<file path="src/rtl/upc_pkg.sv">
// ----------------------------------------------------------------------------
// upc_pkg
// Types, widths, register map and reset values for the ultrasonic presence
// counter.
// ----------------------------------------------------------------------------
package upc_pkg;

  localparam int ADDR_W   = 5;
  localparam int DATA_W   = 32;
  localparam int TICK_W   = 20;
  localparam int SPEED_W  = 10;
  localparam int THR_W    = 28;
  localparam int TRIG_W   = 8;
  localparam int DIST_W   = 29;
  localparam int VISIT_W  = 16;
  localparam int CONF_W   = 2;
  localparam int PROD_W   = TICK_W + SPEED_W;
  localparam int REGIDX_W = 3;

  localparam logic [REGIDX_W-1:0] REG_NEAR_THRESHOLD = 3'd0;
  localparam logic [REGIDX_W-1:0] REG_SOUND_SPEED    = 3'd1;
  localparam logic [REGIDX_W-1:0] REG_ECHO_TIMEOUT   = 3'd2;
  localparam logic [REGIDX_W-1:0] REG_TRIG_LOW       = 3'd3;
  localparam logic [REGIDX_W-1:0] REG_TRIG_HIGH      = 3'd4;

  localparam logic [THR_W-1:0]   RST_NEAR_THRESHOLD = 28'd300000;
  localparam logic [SPEED_W-1:0] RST_SOUND_SPEED    = 10'd343;
  localparam logic [TICK_W-1:0]  RST_ECHO_TIMEOUT   = 20'd1000000;
  localparam logic [TRIG_W-1:0]  RST_TRIG_LOW       = 8'd2;
  localparam logic [TRIG_W-1:0]  RST_TRIG_HIGH      = 8'd10;

  typedef enum logic [4:0] {
    PH_IDLE  = 5'b00001,
    PH_TLOW  = 5'b00010,
    PH_THIGH = 5'b00100,
    PH_WAIT  = 5'b01000,
    PH_MEAS  = 5'b10000
  } phase_t;

  typedef struct packed {
    logic              run;
    logic              valid;
    logic              trig;
    logic              stuck_lo;
    logic              stuck_hi;
    logic [TICK_W-1:0] width;
  } meas_t;

endpackage

</file>
<file path="src/rtl/upc_intf.sv">
// ----------------------------------------------------------------------------
// upc_intf
// Valid/ready channels for echo samples and per-tick results.
// ----------------------------------------------------------------------------
interface upc_sample_if;
  logic valid;
  logic ready;
  logic echo_level;
  logic run_enable;

  modport source(output valid, echo_level, run_enable, input ready);
  modport sink(input valid, echo_level, run_enable, output ready);
endinterface

interface upc_result_if;
  logic                         valid;
  logic                         ready;
  logic                         trig_level;
  logic                         dist_valid;
  logic [upc_pkg::DIST_W-1:0]   distance_um;
  logic                         visit_event;
  logic [upc_pkg::VISIT_W-1:0]  visit_count;
  logic                         armed;
  logic                         echo_stuck_low;
  logic                         echo_stuck_high;

  modport source(output valid, trig_level, dist_valid, distance_um, visit_event,
                 visit_count, armed, echo_stuck_low, echo_stuck_high,
                 input ready);
  modport sink(input valid, trig_level, dist_valid, distance_um, visit_event,
               visit_count, armed, echo_stuck_low, echo_stuck_high,
               output ready);
endinterface

</file>
<file path="src/rtl/ultrasonic_presence_counter_core.sv">
// ----------------------------------------------------------------------------
// ultrasonic_presence_counter_core
// Ultrasonic ranging sequencer with echo timing, distance scaling and visit
// counting. One sample transaction per microsecond tick, one result each.
// Path: a sample transaction is taken into the sequencer register; distance
//   multiply and visit logic then load the result register, which drives valid.
// Throughput: one transaction per cycle unless result back-pressure stalls it.
// Reset: synchronous, active high; phase idle, counters and visits clear,
//   armed set, configuration registers at their defaults.
// ----------------------------------------------------------------------------
module ultrasonic_presence_counter_core #(
  parameter int CONFIRM_SAMPLES = 3
) (
  input  logic                         clk,
  input  logic                         rst,
  upc_sample_if.sink                   sample,
  upc_result_if.source                 result,
  input  logic                         psel,
  input  logic                         penable,
  input  logic                         pwrite,
  input  logic [upc_pkg::ADDR_W-1:0]   paddr,
  input  logic [upc_pkg::DATA_W-1:0]   pwdata,
  output logic [upc_pkg::DATA_W-1:0]   prdata,
  output logic                         pready
);

  logic [upc_pkg::THR_W-1:0]    near_threshold;
  logic [upc_pkg::SPEED_W-1:0]  sound_speed;
  logic [upc_pkg::TICK_W-1:0]   echo_timeout;
  logic [upc_pkg::TRIG_W-1:0]   trig_low;
  logic [upc_pkg::TRIG_W-1:0]   trig_high;
  logic [upc_pkg::REGIDX_W-1:0] reg_idx;
  logic                         cfg_wr;

  upc_pkg::phase_t              phase, phase_next, ph_cur;
  logic [upc_pkg::TICK_W-1:0]   tick, tick_next, tc_cur, tc_inc;
  logic [upc_pkg::TICK_W-1:0]   timeout1;
  logic [upc_pkg::TRIG_W-1:0]   tlow1, thigh1;
  upc_pkg::meas_t               meas, s1;
  logic                         s1_valid;
  logic                         accept, load_out;

  logic [upc_pkg::PROD_W-1:0]   prod;
  logic [upc_pkg::DIST_W-1:0]   dist_um;
  logic                         near, hit, event_next;
  logic [upc_pkg::CONF_W-1:0]   confirm, confirm_next, conf_inc;
  logic                         armed_q, armed_next;
  logic [upc_pkg::VISIT_W-1:0]  visits, visits_next;
  logic [upc_pkg::DIST_W-1:0]   last_distance, last_next;

  logic                         o_valid;
  logic                         o_trig, o_dist_valid, o_event, o_armed;
  logic                         o_stuck_lo, o_stuck_hi;
  logic [upc_pkg::DIST_W-1:0]   o_distance;
  logic [upc_pkg::VISIT_W-1:0]  o_visits;

  // configuration port
  assign pready  = 1'b1;
  assign reg_idx = paddr[upc_pkg::ADDR_W-1:2];
  assign cfg_wr  = psel && penable && pwrite && pready;

  always_ff @(posedge clk) begin
    if (rst) begin
      near_threshold <= upc_pkg::RST_NEAR_THRESHOLD;
      sound_speed    <= upc_pkg::RST_SOUND_SPEED;
      echo_timeout   <= upc_pkg::RST_ECHO_TIMEOUT;
      trig_low       <= upc_pkg::RST_TRIG_LOW;
      trig_high      <= upc_pkg::RST_TRIG_HIGH;
    end else if (cfg_wr) begin
      case (reg_idx)
        upc_pkg::REG_NEAR_THRESHOLD: near_threshold <= pwdata[upc_pkg::THR_W-1:0];
        upc_pkg::REG_SOUND_SPEED:    sound_speed    <= pwdata[upc_pkg::SPEED_W-1:0];
        upc_pkg::REG_ECHO_TIMEOUT:   echo_timeout   <= pwdata[upc_pkg::TICK_W-1:0];
        upc_pkg::REG_TRIG_LOW:       trig_low       <= pwdata[upc_pkg::TRIG_W-1:0];
        upc_pkg::REG_TRIG_HIGH:      trig_high      <= pwdata[upc_pkg::TRIG_W-1:0];
        default: ;
      endcase
    end
  end

  always_comb begin
    case (reg_idx)
      upc_pkg::REG_NEAR_THRESHOLD: prdata = upc_pkg::DATA_W'(near_threshold);
      upc_pkg::REG_SOUND_SPEED:    prdata = upc_pkg::DATA_W'(sound_speed);
      upc_pkg::REG_ECHO_TIMEOUT:   prdata = upc_pkg::DATA_W'(echo_timeout);
      upc_pkg::REG_TRIG_LOW:       prdata = upc_pkg::DATA_W'(trig_low);
      upc_pkg::REG_TRIG_HIGH:      prdata = upc_pkg::DATA_W'(trig_high);
      default:                     prdata = '0;
    endcase
  end

  // handshake
  assign load_out     = !o_valid || result.ready;
  assign sample.ready = !s1_valid || load_out;
  assign accept       = sample.valid && sample.ready;

  // ranging sequencer
  assign timeout1 = (echo_timeout == '0) ? upc_pkg::TICK_W'(1) : echo_timeout;
  assign tlow1    = (trig_low == '0) ? upc_pkg::TRIG_W'(1) : trig_low;
  assign thigh1   = (trig_high == '0) ? upc_pkg::TRIG_W'(1) : trig_high;

  always_comb begin
    ph_cur     = (phase == upc_pkg::PH_IDLE) ? upc_pkg::PH_TLOW : phase;
    tc_cur     = (phase == upc_pkg::PH_IDLE) ? '0 : tick;
    tc_inc     = tc_cur + upc_pkg::TICK_W'(1);
    phase_next = ph_cur;
    tick_next  = tc_cur;
    meas       = '0;
    meas.run   = sample.run_enable;
    if (!sample.run_enable) begin
      phase_next = upc_pkg::PH_IDLE;
      tick_next  = '0;
    end else begin
      case (ph_cur)
        upc_pkg::PH_TLOW: begin
          tick_next = tc_inc;
          if (tc_inc >= upc_pkg::TICK_W'(tlow1)) begin
            phase_next = upc_pkg::PH_THIGH;
            tick_next  = '0;
          end
        end
        upc_pkg::PH_THIGH: begin
          meas.trig = 1'b1;
          tick_next = tc_inc;
          if (tc_inc >= upc_pkg::TICK_W'(thigh1)) begin
            phase_next = upc_pkg::PH_WAIT;
            tick_next  = '0;
          end
        end
        upc_pkg::PH_WAIT: begin
          if (sample.echo_level) begin
            phase_next = upc_pkg::PH_MEAS;
            tick_next  = upc_pkg::TICK_W'(1);
            if (timeout1 == upc_pkg::TICK_W'(1)) begin
              meas.valid    = 1'b1;
              meas.stuck_hi = 1'b1;
              meas.width    = upc_pkg::TICK_W'(1);
            end
          end else begin
            tick_next = tc_inc;
            if (tc_inc >= timeout1) begin
              meas.valid    = 1'b1;
              meas.stuck_lo = 1'b1;
            end
          end
        end
        upc_pkg::PH_MEAS: begin
          if (sample.echo_level) begin
            tick_next = tc_inc;
            if (tc_inc >= timeout1) begin
              meas.valid    = 1'b1;
              meas.stuck_hi = 1'b1;
              meas.width    = tc_inc;
            end
          end else begin
            meas.valid = 1'b1;
            meas.width = tc_cur;
          end
        end
        default: begin
          phase_next = upc_pkg::PH_TLOW;
          tick_next  = '0;
        end
      endcase
      if (meas.valid) begin
        phase_next = upc_pkg::PH_TLOW;
        tick_next  = '0;
      end
    end
  end

  always_ff @(posedge clk) begin
    if (rst) begin
      phase    <= upc_pkg::PH_IDLE;
      tick     <= '0;
      s1_valid <= 1'b0;
    end else begin
      if (accept) begin
        phase    <= phase_next;
        tick     <= tick_next;
        s1_valid <= 1'b1;
      end else if (load_out) begin
        s1_valid <= 1'b0;
      end
    end
  end

  always_ff @(posedge clk) begin
    if (accept) begin
      s1 <= meas;
    end
  end

  // distance and visit tracking
  assign prod     = upc_pkg::PROD_W'(s1.width) * upc_pkg::PROD_W'(sound_speed);
  assign dist_um  = prod[upc_pkg::PROD_W-1 -: upc_pkg::DIST_W];
  assign near     = dist_um <= upc_pkg::DIST_W'(near_threshold);
  assign hit      = armed_q ? near : !near;
  assign conf_inc = confirm + upc_pkg::CONF_W'(1);

  always_comb begin
    confirm_next = confirm;
    armed_next   = armed_q;
    visits_next  = visits;
    last_next    = last_distance;
    event_next   = 1'b0;
    if (!s1.run) begin
      confirm_next = '0;
      visits_next  = '0;
    end else if (s1.valid) begin
      last_next = dist_um;
      if (!hit) begin
        confirm_next = '0;
      end else if (conf_inc >= upc_pkg::CONF_W'(CONFIRM_SAMPLES)) begin
        confirm_next = '0;
        armed_next   = !armed_q;
        if (armed_q) begin
          visits_next = visits + upc_pkg::VISIT_W'(1);
          event_next  = 1'b1;
        end
      end else begin
        confirm_next = conf_inc;
      end
    end
  end

  always_ff @(posedge clk) begin
    if (rst) begin
      confirm       <= '0;
      armed_q       <= 1'b1;
      visits        <= '0;
      last_distance <= '0;
      o_valid       <= 1'b0;
    end else if (load_out) begin
      o_valid <= s1_valid;
      if (s1_valid) begin
        confirm       <= confirm_next;
        armed_q       <= armed_next;
        visits        <= visits_next;
        last_distance <= last_next;
      end
    end
  end

  always_ff @(posedge clk) begin
    if (load_out && s1_valid) begin
      o_trig       <= s1.trig;
      o_dist_valid <= s1.valid;
      o_distance   <= last_next;
      o_event      <= event_next;
      o_visits     <= visits_next;
      o_armed      <= armed_next;
      o_stuck_lo   <= s1.stuck_lo;
      o_stuck_hi   <= s1.stuck_hi;
    end
  end

  assign result.valid           = o_valid;
  assign result.trig_level      = o_trig;
  assign result.dist_valid      = o_dist_valid;
  assign result.distance_um     = o_distance;
  assign result.visit_event     = o_event;
  assign result.visit_count     = o_visits;
  assign result.armed           = o_armed;
  assign result.echo_stuck_low  = o_stuck_lo;
  assign result.echo_stuck_high = o_stuck_hi;

  a_stuck_needs_valid: assert property (@(posedge clk) disable iff (rst)
    o_valid && (o_stuck_lo || o_stuck_hi) |-> o_dist_valid && !(o_stuck_lo && o_stuck_hi))
    else $error("stuck flag without finished measurement");

  a_event_disarms: assert property (@(posedge clk) disable iff (rst)
    o_valid && o_event |-> o_dist_valid && !o_armed && !o_trig)
    else $error("visit event without measurement or disarm");

  a_stall_only_full: assert property (@(posedge clk) disable iff (rst)
    !sample.ready |-> s1_valid && o_valid && !result.ready)
    else $error("sample stalled with free pipeline");

  a_idle_tick_clear: assert property (@(posedge clk) disable iff (rst)
    phase == upc_pkg::PH_IDLE |-> tick == '0)
    else $error("tick count not clear in idle");

endmodule

</file>
<file path="src/flat_wrapper.sv">
// flat-port wrapper written by rule: the top's interface ports become plain ports
module ultrasonic_presence_counter_core_flat 
#(
  parameter int CONFIRM_SAMPLES = 3
)
  (clk, rst, psel, penable, pwrite, paddr, pwdata, prdata, pready, sample_valid, sample_echo_level, sample_run_enable, sample_ready, result_valid, result_trig_level, result_dist_valid, result_distance_um, result_visit_event, result_visit_count, result_armed, result_echo_stuck_low, result_echo_stuck_high, result_ready);
  upc_sample_if sample_i ();
  upc_result_if result_i ();
  input  logic clk;
  input  logic rst;
  input  logic psel;
  input  logic penable;
  input  logic pwrite;
  input  logic [upc_pkg::ADDR_W-1:0] paddr;
  input  logic [upc_pkg::DATA_W-1:0] pwdata;
  output logic [upc_pkg::DATA_W-1:0] prdata;
  output logic pready;
  input wire logic [$bits(sample_i.valid)-1:0] sample_valid;
  input wire logic [$bits(sample_i.echo_level)-1:0] sample_echo_level;
  input wire logic [$bits(sample_i.run_enable)-1:0] sample_run_enable;
  output wire logic [$bits(sample_i.ready)-1:0] sample_ready;
  output wire logic [$bits(result_i.valid)-1:0] result_valid;
  output wire logic [$bits(result_i.trig_level)-1:0] result_trig_level;
  output wire logic [$bits(result_i.dist_valid)-1:0] result_dist_valid;
  output wire logic [$bits(result_i.distance_um)-1:0] result_distance_um;
  output wire logic [$bits(result_i.visit_event)-1:0] result_visit_event;
  output wire logic [$bits(result_i.visit_count)-1:0] result_visit_count;
  output wire logic [$bits(result_i.armed)-1:0] result_armed;
  output wire logic [$bits(result_i.echo_stuck_low)-1:0] result_echo_stuck_low;
  output wire logic [$bits(result_i.echo_stuck_high)-1:0] result_echo_stuck_high;
  input wire logic [$bits(result_i.ready)-1:0] result_ready;
  assign sample_i.valid = sample_valid;
  assign sample_i.echo_level = sample_echo_level;
  assign sample_i.run_enable = sample_run_enable;
  assign sample_ready = sample_i.ready;
  assign result_valid = result_i.valid;
  assign result_trig_level = result_i.trig_level;
  assign result_dist_valid = result_i.dist_valid;
  assign result_distance_um = result_i.distance_um;
  assign result_visit_event = result_i.visit_event;
  assign result_visit_count = result_i.visit_count;
  assign result_armed = result_i.armed;
  assign result_echo_stuck_low = result_i.echo_stuck_low;
  assign result_echo_stuck_high = result_i.echo_stuck_high;
  assign result_i.ready = result_ready;
  ultrasonic_presence_counter_core #(.CONFIRM_SAMPLES(CONFIRM_SAMPLES)) u_core (.clk(clk), .rst(rst), .sample(sample_i), .result(result_i), .psel(psel), .penable(penable), .pwrite(pwrite), .paddr(paddr), .pwdata(pwdata), .prdata(prdata), .pready(pready));
endmodule
</file>
<file path="config.mk">
export PLATFORM = sky130hd
export DESIGN_NAME = ultrasonic_presence_counter_core_flat
export DESIGN_NICKNAME = d
export VERILOG_FILES = /design/src/rtl/upc_pkg.sv /design/src/rtl/upc_intf.sv /design/src/rtl/ultrasonic_presence_counter_core.sv /design/src/flat_wrapper.sv
export SDC_FILE = /design/constraint.sdc
export NUM_CORES = 1
export LEC_CHECK = 0
export BUFFER_PORTS_ARGS = -buffer_cell sky130_fd_sc_hd__buf_4
export CAP_MARGIN = 20
export CORE_AREA = 2 2 179 181
export CTS_CLUSTER_DIAMETER = 120
export DETAILED_ROUTE_END_ITERATION = 10
export DIE_AREA = 0 0 181 183
export HOLD_SLACK_MARGIN = 0.05
export PLACE_DENSITY = 0.79
export SLEW_MARGIN = 20
export SYNTH_ARGS = -nofsm -noshare
export SYNTH_HDL_FRONTEND = slang
export SYNTH_SLANG_ARGS = --single-unit
</file>
<file path="constraint.sdc">
create_clock -name clk -period 11.3 [get_ports clk]
set_input_delay 1.13 -clock clk [delete_from_list [all_inputs] [get_ports clk]]
set_output_delay 1.13 -clock clk [all_outputs]
set_load 0.05 [all_outputs]
</file>
==> results_dict.tcl <==
set metrics [dict create \
    cpMostUsedCell "fa_1" \
    clockBufferDepth 3 \
    max_stage_delay_ns 0.99 \
    layout.nets 2466 \
    num_rows 65 \
    clock_power_share_pct 23.9 \
    synth-seq-cells 225 \
    status "complete, no violations" \
    cts_hold_buf 0 \
    diodes 0 \
    drive_gt1_share_pct 9.70 \
    power_switching_mw 1.43 \
    synth_area_leaders "dfxtp_1, fa_1, edfxtp_1, ha_1, nand2_1" \
    cts_buffers 24 \
    hold_class "register to register" \
    setup_ws_ns 1.69 \
    synthCells 2124 \
    cp.required_ns 11.57 \
    tns_ns 0 \
    placed_cell_area_um2 19400 \
    cts_root_buf "clkbuf_16" \
    synth-edff-count 76 \
    ir_drop_mv 0.172 \
    rrSetupSlack_ns 1.69 \
    max-slew-margin-rel_pct 28.8 \
    hpwl_mm 35.9 \
    vias_per_cell 6.06 \
    vias 15544 \
    clk_latency_ns 0.54 \
    end_kind "register" \
    arrival_ns 9.88 \
    grt-ovfl-total 0 \
    area_growth_pct 9.48 \
    ys_warn_count 0 \
    max-cap-violations 0 \
    dieWidth_um 181 \
    grt_pass1_wl_mm 77.8 \
    slowest_stage "dfxtp_1" \
    holdPathStages 0 \
    cellPowerDensity_nw_per_um2 167 \
    period_minus_slack_ns 9.61 \
    r2r_start "u_core.sound_speed[3]" \
    setup_viol 0 \
    final_area_um2 20200 \
    critical_path_class "register to register" \
    netlist_area_um2 18500 \
    cp_num_buf_inv 4 \
    drt_wl_total_mm 48.4 \
    grt_pass1_vias 15156 \
    hp-start "u_core.s1[21]" \
    io_buffer_count 120 \
    period_share_pct 85.0 \
    synthFlopType "dfxtp_1" \
    clock.fmax_ghz 0.104 \
    synth_top_cell_area_share_pct 16.2 \
    routedWlPerCell_um 18.9 \
    ys_types 74 \
    grt_max_degree 101 \
    clock-sinks 225 \
    dp_slack_ns 1.95 \
    tightestPinTransition_ns 1.07 \
    reg2reg_to "u_core.result.visit_count[15]" \
    yosysSeqAreaShare_pct 28.5 \
    final_common_cell "nand2_1" \
    slew_violations 0 \
    p_leak_nw 8.84 \
    fin_skew_ns 0.0233 \
    timing.hold.ws_ns 0.425 \
    layout_common_cells "nand2_1, inv_1, nor2_1, dfxtp_1, fa_1" \
    place_congestion 0.966 \
    cts_setup_buffers 0 \
    cts_resized 0 \
    die_area_um2 33100 \
    core-area_um2 31200 \
    path_delay_family "adder cells" \
    reg2reg_depth 28 \
    clkSlewWorstSetupHoldPaths_ns 0.07 \
    grt_antenna_before_repair 0 \
    drc 0 \
    synth.largest_area_cell "dfxtp_1" \
    switching_share_pct 42.3 \
    ant_nets 0 \
    p_int_mw 1.95 \
    combPwrFrac_pct 49.3 \
    grt_usage_pct 29.4 \
    dieHeight_um 183 \
    initial_core_util_pct 59.1 \
    syn-mean-instance-area_um2 8.69 \
    async_flop_share_pct 0 \
    crit_fanout 30 \
    seqPwrFrac_pct 26.8 \
    critPathLaunchType "register" \
    ctsHtreeMaxLevel 1 \
    worst_hold_path.endpoint "u_core.result.echo_stuck_low" \
    cts_tree "done" \
    io-pin-count 132 \
    finalHoldViolations 0 \
    dr.pass1.iters 6 \
    drt_iter0_markers 1326 \
    nFillCells 2559 \
    final_core_util_pct 64.7 \
    rsz0062_at_grt "no" \
]
[power groups by stage]
stage | combinational [mW] | sequential (mW) | clock (mW)
floorplan | 1.11 | 0.958 | 0
global placement | 1.55 | 0.919 | 0
detailed placement | 1.60 | 0.921 | 0
CTS | 1.62 | 0.903 | 0.813
global route | 1.82 | 0.906 | 0.841
finish | 1.66 | 0.904 | 0.806
[cell type report]
| class | instances | area (um^2) | area share (%) |
|---|---|---|---|
| Clock buffer | 30 | 694 | 3.44 |
| Clock inverter | 14 | 121 | 0.601 |
| Inverter | 218 | 818 | 4.05 |
| Multi-Input combinational cell | 1549 | 11800 | 58.6 |
| Sequential cell | 225 | 5270 | 26.1 |
| Tap cell | 402 | 503 | 2.49 |
| Timing Repair Buffer | 128 | 961 | 4.76 |
[flip-flops by register name (all words and copies together) (netlist names)]
register                       cells
u_core.trig_high                   8
u_core.phase                       5
u_core.result.trig_level           1
u_core.confirm                     2
u_core.result.visit_count         16
u_core.trig_low                    8
u_core.armed_q                     1
u_core.tick                       20
u_core.visits                     16
u_core.echo_timeout               20
u_core.result.armed                1
u_core.result.distance_um         29
u_core.s1                         25
u_core.last_distance              29
u_core.result.valid                1
u_core.s1_valid                    1
u_core.result.dist_valid           1
u_core.result.visit_event          1
u_core.result.echo_stuck_high      1
u_core.sound_speed                10
u_core.result.echo_stuck_low       1
u_core.near_threshold             28
[layer usage]
| layer | wire length [um] | track usage [%] | up-vias |
|---|---|---|---|
| met4 | 2020 | 12.3 | 0 |
| met3 | 3790 | 3.08 | 126 |
| met2 | 23000 | 48.6 | 694 |
| met1 | 19700 | 39.7 | 7589 |
| li1 | - | - | 7135 |
| met5 | 0 | 0 | - |
[cell families after synthesis]
| family | synth area share (%) |
|---|---|
| AO/OA/AOI/OAI | 12.9 |
| XOR/XNOR | 3.37 |
| adder cells (fa/ha/maj) | 24.4 |
| buffers and inverters | 7.38 |
| flip-flops | 28.5 |
| multiplexers | 3.37 |
| other | 0.0407 |
| AND/OR/NAND/NOR | 20.1 |
[worst max path at each step]
| stage | start | end | slack, ns | cells past startpoint |
|---|---|---|---|---|
| detailed placement | u_core.sound_speed[3] | u_core.result.visit_count[15] | 1.95 | 28 |
| floorplan | u_core.sound_speed[9] | u_core.result.visit_count[15] | 3.26 | 28 |
| global route | u_core.sound_speed[3] | u_core.result.visit_count[15] | 1.27 | 26 |
| global placement | u_core.sound_speed[3] | u_core.result.visit_count[15] | 2.15 | 28 |
| finish | u_core.sound_speed[3] | u_core.result.visit_count[15] | 1.69 | 28 |
| CTS | u_core.sound_speed[3] | u_core.result.visit_count[15] | 1.85 | 28 |
[worst reg2reg max path: cells and delay by family, from the launching register on]
family	cells	cell delay (ns)
DFF	1	0.99
xor gates and xnor gates	2	0.47
AOI/OAI and AO/OA	6	1.64
and+or+nand+nor	7	2.03
buffers and inverters	4	0.27
adders and majority gates	7	3.32
muxes	2	0.62
[cells in the mapped netlist (all sizes together), types with 4 or more instances]
library cell	n
a211o	26
a211oi	16
a21boi	4
a21o	24
a21oi	125
a22oi	34
a31oi	10
a41oi	4
and2	120
and3	17
buf	18
clkbuf	117
dfxtp	149
edfxtp	76
fa	142
ha	132
inv	218
mux2	25
mux2i	34
nand2	292
nand2b	15
nand3	32
nand3b	11
nand4	29
nor2	166
nor2b	16
nor3	21
nor3b	4
nor4	13
o2111ai	4
o211ai	5
o21a	8
o21ai	62
o21bai	6
o221ai	5
o22ai	12
o31ai	6
or2	5
or3	13
or4	6
xnor2	43
xor2	28
[stage by stage]
stage,power [mW],instances
after floorplan,2.06,2127
after global placement,2.47,2522
after detailed placement,2.52,2522
after CTS,3.34,2566
after global routing,3.57,2566
final,3.37,2566
(Power assumes the default switching activity.)
